==> src/rtl/ssi_pkg.sv <==
package ssi_pkg;

  // operation codes of an input item
  typedef enum logic [1:0] {
    OP_CLEAR  = 2'd0,
    OP_APPEND = 2'd1,
    OP_LINEAR = 2'd2,
    OP_CUBIC  = 2'd3
  } opcode_t;

  // result status codes
  typedef enum logic [2:0] {
    ST_OK       = 3'd0,
    ST_UNSORTED = 3'd1,
    ST_EMPTY    = 3'd2,
    ST_FEW      = 3'd3,
    ST_FULL     = 3'd4,
    ST_DEGEN    = 3'd5
  } status_t;

  // datapath operations issued by the controller
  typedef enum logic [4:0] {
    DP_NOP,
    DP_TAKE,
    DP_CLEAR,
    DP_APPEND,
    DP_FIX_STALE,
    DP_RD_NEXT,
    DP_CUR_INC,
    DP_RD_CUR,
    DP_CUR_DEC,
    DP_CLAMP,
    DP_LOAD,
    DP_TERM_INIT,
    DP_MUL_INIT,
    DP_MUL_STEP,
    DP_DIV_INIT,
    DP_DIV_STEP,
    DP_ACC_ADD,
    DP_PUBLISH
  } dp_op_t;

  // controller states
  typedef enum logic [4:0] {
    S_IDLE,
    S_DECODE,
    S_APP_DONE,
    S_STALE,
    S_FWD,
    S_FWD_WAIT,
    S_BACK,
    S_BACK_WAIT,
    S_CHECK,
    S_LOAD,
    S_TERM,
    S_MUL_INIT,
    S_MUL,
    S_DIV_INIT,
    S_DIV,
    S_ACC,
    S_FINISH
  } state_t;

  typedef struct packed {
    dp_op_t  op;
    status_t code;
  } cmd_t;

  typedef struct packed {
    opcode_t opc;
    logic    sorted;
    logic    empty;
    logic    full;
    logic    few_lin;
    logic    few_cub;
    logic    stale;
    logic    can_fwd;
    logic    can_back;
    logic    t_before;
    logic    load_done;
    logic    deg;
    logic    mul_done;
    logic    last_inner;
    logic    div_done;
    logic    last_term;
    logic    out_free;
  } dp_sts_t;

endpackage

==> src/rtl/ssi_ctrl.sv <==
module ssi_ctrl
  import ssi_pkg::*;
(
  input  logic    clk,
  input  logic    rst_n,
  input  logic    in_valid,
  output logic    in_ready,
  input  dp_sts_t sts,
  output cmd_t    cmd
);

  state_t  state_r, state_nxt;
  status_t code_r, code_nxt;

  // state and pending status code
  always_ff @(posedge clk) begin
    if (!rst_n) begin
      state_r <= S_IDLE;
      code_r  <= ST_OK;
    end else begin
      state_r <= state_nxt;
      code_r  <= code_nxt;
    end
  end

  // next state and datapath commands
  always_comb begin
    state_nxt = state_r;
    code_nxt  = code_r;
    cmd.op    = DP_NOP;
    cmd.code  = code_r;
    in_ready  = 1'b0;
    unique case (state_r)
      S_IDLE: begin
        in_ready = 1'b1;
        if (in_valid) begin
          cmd.op    = DP_TAKE;
          code_nxt  = ST_OK;
          state_nxt = S_DECODE;
        end
      end
      S_DECODE: begin
        unique case (sts.opc)
          OP_CLEAR: begin
            cmd.op    = DP_CLEAR;
            state_nxt = S_FINISH;
          end
          OP_APPEND: begin
            if (sts.full) begin
              code_nxt  = ST_FULL;
              state_nxt = S_FINISH;
            end else begin
              cmd.op    = DP_APPEND;
              state_nxt = S_APP_DONE;
            end
          end
          default: begin
            if (!sts.sorted) begin
              code_nxt  = ST_UNSORTED;
              state_nxt = S_FINISH;
            end else if (sts.empty) begin
              code_nxt  = ST_EMPTY;
              state_nxt = S_FINISH;
            end else begin
              state_nxt = S_STALE;
            end
          end
        endcase
      end
      S_APP_DONE: begin
        code_nxt  = sts.sorted ? ST_OK : ST_UNSORTED;
        state_nxt = S_FINISH;
      end
      S_STALE: begin
        if (sts.stale) cmd.op = DP_FIX_STALE;
        state_nxt = S_FWD;
      end
      // forward walk, one read per step
      S_FWD: begin
        if (sts.can_fwd) begin
          cmd.op    = DP_RD_NEXT;
          state_nxt = S_FWD_WAIT;
        end else begin
          state_nxt = S_BACK;
        end
      end
      S_FWD_WAIT: begin
        if (!sts.t_before) begin
          cmd.op    = DP_CUR_INC;
          state_nxt = S_FWD;
        end else begin
          state_nxt = S_BACK;
        end
      end
      // backward walk
      S_BACK: begin
        if (sts.can_back) begin
          cmd.op    = DP_RD_CUR;
          state_nxt = S_BACK_WAIT;
        end else begin
          state_nxt = S_CHECK;
        end
      end
      S_BACK_WAIT: begin
        if (sts.t_before) begin
          cmd.op    = DP_CUR_DEC;
          state_nxt = S_BACK;
        end else begin
          state_nxt = S_CHECK;
        end
      end
      S_CHECK: begin
        if ((sts.opc == OP_LINEAR && sts.few_lin) || (sts.opc == OP_CUBIC && sts.few_cub)) begin
          code_nxt  = ST_FEW;
          state_nxt = S_FINISH;
        end else begin
          cmd.op    = DP_CLAMP;
          state_nxt = S_LOAD;
        end
      end
      S_LOAD: begin
        cmd.op = DP_LOAD;
        if (sts.load_done) state_nxt = S_TERM;
      end
      S_TERM: begin
        cmd.op    = DP_TERM_INIT;
        state_nxt = S_MUL_INIT;
      end
      S_MUL_INIT: begin
        if (sts.deg) begin
          code_nxt  = ST_DEGEN;
          state_nxt = S_FINISH;
        end else begin
          cmd.op    = DP_MUL_INIT;
          state_nxt = S_MUL;
        end
      end
      S_MUL: begin
        cmd.op = DP_MUL_STEP;
        if (sts.mul_done) state_nxt = sts.last_inner ? S_DIV_INIT : S_MUL_INIT;
      end
      S_DIV_INIT: begin
        cmd.op    = DP_DIV_INIT;
        state_nxt = S_DIV;
      end
      S_DIV: begin
        cmd.op = DP_DIV_STEP;
        if (sts.div_done) state_nxt = S_ACC;
      end
      S_ACC: begin
        cmd.op    = DP_ACC_ADD;
        state_nxt = sts.last_term ? S_FINISH : S_TERM;
      end
      S_FINISH: begin
        if (sts.out_free) begin
          cmd.op    = DP_PUBLISH;
          state_nxt = S_IDLE;
        end
      end
      default: state_nxt = S_IDLE;
    endcase
  end

endmodule

==> config.mk <==
export PLATFORM = sky130hd
export DESIGN_NAME = ssi_ctrl
export DESIGN_NICKNAME = d
export VERILOG_FILES = /design/src/rtl/ssi_pkg.sv /design/src/rtl/ssi_ctrl.sv
export SDC_FILE = /design/constraint.sdc
export NUM_CORES = 1
export LEC_CHECK = 0
export BUFFER_PORTS_ARGS = -buffer_cell sky130_fd_sc_hd__buf_2
export CAP_MARGIN = 20
export CORE_MARGIN = 2
export CORE_UTILIZATION = 54
export CTS_CLUSTER_SIZE = 28
export DETAILED_ROUTE_END_ITERATION = 10
export PLACE_DENSITY_LB_ADDON = 0.25
export SYNTH_ARGS = -nofsm -noshare
export SYNTH_HDL_FRONTEND = slang
export SYNTH_SLANG_ARGS = --single-unit
==> constraint.sdc <==
create_clock -name clk -period 2.7 [get_ports clk]
set_input_delay 0 -clock clk [delete_from_list [all_inputs] [get_ports clk]]
set_output_delay 0 -clock clk [all_outputs]
set_load 0.01 [all_outputs]
# [Word-level counts from Yosys, hierarchy flattened]
# Cells that the tools add are included.
[word_totals] reg_bits=8 input_bits=21 out_inout_bits=9 wordCells=79
[op_classes] eq_ne=29 mux=40 n_reduce_logical=8
[ops] operator="$pmux 5 s17" n=1
[ops] operator="$pmux 5 s16" n=1
[ops] operator="$mux 5" n=12
[ops] operator="$eq 5x4->1 const B" n=8
[ops] operator="$mux 3" n=11
[ops] operator="$eq 5x3->1 const B" n=4
[ops] operator="$mux 4" n=5
[ops] operator="$ne 2x2->1 const B" n=8
[ops] operator="$pmux 3 s5" n=1
[ops] operator="$eq 5x2->1 const B" n=2
[ops] operator="$pmux 5 s2" n=1
[ops] operator="$reduce_and 7->1" n=1
[ops] operator="$mux 2" n=3
[ops] operator="$pmux 3 s2" n=1
[ops] operator="$eq 5x1->1 const B" n=1
[ops] operator="$eq 5x5->1 const B" n=1
[ops] operator="$logic_not 5->1" n=1
[ops] operator="$reduce_and 5->1" n=1
[ops] operator="$reduce_bool 5->1" n=1
[ops] operator="$eq 2x2->1 const B" n=2
[ops] operator="$ne 4x4->1 const B" n=1
[ops] operator="$pmux 2 s2" n=1
[ops] operator="$mux 1" n=3
[ops] operator="$ne 3x3->1 const B" n=1
[ops] operator="4 further kinds" n=5

# [Depth between registers and ports, before layout]
[depth] word_depth=5 mapped_depth=7 mapped_depth_nobuf=5

# [Least setup slack after synthesis]
# OpenSTA, ideal clock, no wires.
[synth_path] path_kind="flip-flop to flip-flop" from="register state_r[2]" to="register code_r[1]" setup_time_ns=0.116 arrival_ns=1.432 t_required_ns=2.584 setup_slack_ns=1.152 stages_incl_launch_ff=7 n_path_buf=1 synth_period_minus_slack_ns=1.548 cell_sequence="dfxtp_1 -> buf_6 -> or3_4 -> a211o_1 -> o211a_2 -> a21o_1 -> o211a_1"
[synth_between] elab_chain_cells=3 elab_cells_between_ends=14 classes_between="10 x eq/ne; 1 x mux; 3 x reduce/logical"
[synth_lines] element="start: declaration" line_no="ssi_ctrl.sv:12" text="state_t state_r, state_nxt;"
[synth_lines] element="start signal: assignment" line_no="ssi_ctrl.sv:21" text="state_r <= state_nxt;"
[synth_lines] element="$eq 5x1->1, or another cell as far along" line_no="ssi_ctrl.sv:33" text="unique case (state_r)"
[synth_lines] element="$ne 4x4->1 (no source line), or another cell as far along"
[synth_lines] element="$reduce_and 7->1 (no source line)"
[synth_lines] element="end signal: assignment" line_no="ssi_ctrl.sv:22" text="code_r <= code_nxt;"
[synth_lines] element="end: declaration" line_no="ssi_ctrl.sv:13" text="status_t code_r, code_nxt;"
# Parallel ways exist; a longest one is shown, timed or not.
# A chain may end at the register's enable or synchronous reset.

==> results.sh <==
export IMPL_grt_pass1_vias=989
export IMPL_ys_types=42
export IMPL_grt_pass1_wl_um=4395
export IMPL_synth_edf_count=0
export IMPL_rsz0062_at_grt="false"
export IMPL_p_clk_share_pct=22.7
export IMPL_wire_per_inst_um=14.88
export IMPL_dp_cells=181
export IMPL_clock_fmax_mhz=466.4
export IMPL_syn_nets=167
export IMPL_fin_total_pwr_w=0.0003959
export IMPL_post_cts_buffers=0
export IMPL_die_width_um=45.86
export IMPL_crit_required_ns=2.70
export IMPL_synth_flop_cell="dfxtp_1"
export IMPL_synth_top_cell_area_share_pct=16.93
export IMPL_clk_latency_ns=0.25
export IMPL_gp_congestion=0.8884
export IMPL_finalMaxSlewViolations=0
export IMPL_grt_max_degree=30
export IMPL_post_cts_resized=0
export IMPL_clockBufferDepth=2
export IMPL_synth_top_area_cell="dfxtp_1"
export IMPL_combPwrFrac_pct=38.2
export IMPL_cts_tree="done"
export IMPL_p_int_w=0.0002491
export IMPL_detail_route_antenna_nets=0
export IMPL_outcome="complete, no violations"
export IMPL_area_delta_synth_final_pct=14.02
export IMPL_hold_viol=0
export IMPL_yosys_warnings=0
export IMPL_drt_wl_total_um=2737
export IMPL_p_leak_nw=0.4808
export IMPL_fin_util_pct=63.85
export IMPL_vias_per_cell=6.397
export IMPL_syn_cell_area_sq_um=945.9
export IMPL_antenna_found_initial=0
export IMPL_switchingPower_w=0.0001468
export IMPL_cts_sinks=8
export IMPL_first_iter_violations=43
export IMPL_holdCritPathClass="input port to register"
export IMPL_io_pins=30
export IMPL_instances_no_fill=184
export IMPL_path_max_fanout=29
export IMPL_period_needed_ns=2.144
export IMPL_seq_power_share_pct=39.2
export IMPL_ys_seq_area_share_pct=16.93
export IMPL_p_per_area_nw_per_um2=367.0
export IMPL_root_buffer="clkbuf_4"
export IMPL_crit_type="register to primary output"
export IMPL_layout_drive_gt1_share_pct=22.16
export IMPL_skew_ns=0.003010
export IMPL_endpoint_kind="primary output"
export IMPL_synthTopCellsByArea="dfxtp_1 (17%), o21ai_0 (7.9%), nand2_1 (7.1%), nor2_1 (5.2%), nor2b_1 (4.6%)"
export IMPL_swShare_pct=37.08
export IMPL_synthCells=146
export IMPL_antennaDiodeCount=0
export IMPL_ir_drop_v=0.0001327
export IMPL_dp_hpwl_um=2098
export IMPL_num_vias=1177
export IMPL_fin_crit_sh_pct=79.42
export IMPL_post_synth_cell_area_avg_sq_um=6.479
export IMPL_remaining_drc_errors=0
export IMPL_async_flop_share_pct=0
export IMPL_finalSetupTns_ns=0
export IMPL_initial_core_util_pct=56.00
export IMPL_htreeDepth=1
export IMPL_finalSetupViolCount=0
export IMPL_cp_arrival_ns=2.14
export IMPL_ys_ff_latch=8
export IMPL_startpoint_type="register"
export IMPL_overflow=0
export IMPL_port_buffers=29
export IMPL_detail_route_first_pass_iterations=4
export IMPL_maxCapViolCount=0
export IMPL_finalNetCount=190
export IMPL_die_height_um=45.86
export IMPL_rows=15
export IMPL_track_usage_pct=28.13
export IMPL_holdBufCountCts=0
export IMPL_worst_slew_pin_slew_ns=0.9114
export IMPL_cts_clk_slew_worst_paths_ns=0.05
export IMPL_cts_buffers=3
export IMPL_relSlewSlack_pct=39.16
export IMPL_dieArea_sq_um=2103
export IMPL_core_area_sq_um=1689
==> cells in the final DEF, fill, tap and decap left out, types with 4 or more instances in the layout <==
master,count
nand2_1,18
buf_2,29
dfxtp_1,8
o21ai_0,15
nor2_1,13
nor2b_1,7
nand4_1,4
nor3_1,4
inv_1,5
nand3_1,8
a21oi_1,8
==> synthesized netlist by cell type, drive strengths merged (2+ instances only) <==
master  instances
mux2i           3
o21ai          15
nand2b          3
a21o            3
o22ai           2
nor2           13
nand3           8
a31oi           3
nor4            2
nand2          18
inv             5
clkbuf          3
and3            2
dfxtp           8
o211a           3
nor3            4
nor2b           7
a211o           2
or2             2
a21oi           8
a22oi           2
and2            2
o211ai          2
nand4           4
buf             8
==> area by class of cell <==
| type | count | area [sq um] |
|---|---|---|
| repair buffers | 29 | 145.1 |
| inverters | 5 | 18.77 |
| multi-input cells | 122 | 710.7 |
| clock buffers | 3 | 22.52 |
| flip-flops and latches | 8 | 160.2 |
| well taps | 17 | 21.27 |
| fillers | 179 | 610.6 |
==> logic make-up after synthesis <==
group / Yosys count / synth area share [%]
and+or+nand+nor: 70 / 37.70
AOI/OAI and AO/OA: 47 / 32.14
buffers and inverters: 16 / 7.936
DFF: 8 / 16.93
muxes: 4 / 4.365
xor gates and xnor gates: 1 / 0.9261
==> state kept, by name, summed over array words and instances (netlist names) <==
name     cells
state_r      5
code_r       3
==> final timing paths <==
check	startpoint	endpoint	slack, ns	cells after the start
worst min-delay path	sts[2]	state_r[1]	0.06	3
worst max register to register	state_r[0]	code_r[1]	0.68	5
worst max-delay path	state_r[1]	cmd[6]	0.56	5
worst min register to register	code_r[2]	code_r[2]	0.45	2
==> per-stage QoR <==
stage | hold WS (ns) | worst slack [ns] | area, sq um
2_1_floorplan | 0.1662 | 1.152 | 945.9
3_3_place_gp | 0.3052 | 0.7829 | 1056
3_5_place_dp | 0.3157 | 0.7195 | 1056
4_1_cts | 0.06081 | 0.5738 | 1079
5_1_grt | 0.08257 | 0.4190 | 1079
6_report | 0.06043 | 0.5558 | 1079
==> power groups by stage <==
stage	sequential (W)	combinational (W)	clock (W)
after global placement	0.000156	0.000147	0
after global routing	0.000158	0.000169	0.0000977
after detailed placement	0.000156	0.000150	0
final	0.000155	0.000151	0.0000897
after floorplan	0.000140	0.000116	0
after CTS	0.000154	0.000150	0.0000930
==> worst max-delay path: stages, from the launching register on <==
cell and delay [ns]:
dfxtp_1 0.91, or3_4 0.28, a211o_1 0.15, o211ai_1 0.11, or2_2 0.30, buf_2 0.14
==> per-layer routing <==
layer | GRT usage (%) | wire length, um
met5 | 0 | 0
met4 | 10.29 | 53
met3 | 2.778 | 226
met2 | 44.17 | 1222
met1 | 39.20 | 1234
Note: power is estimated with default switching activity, not from simulation.
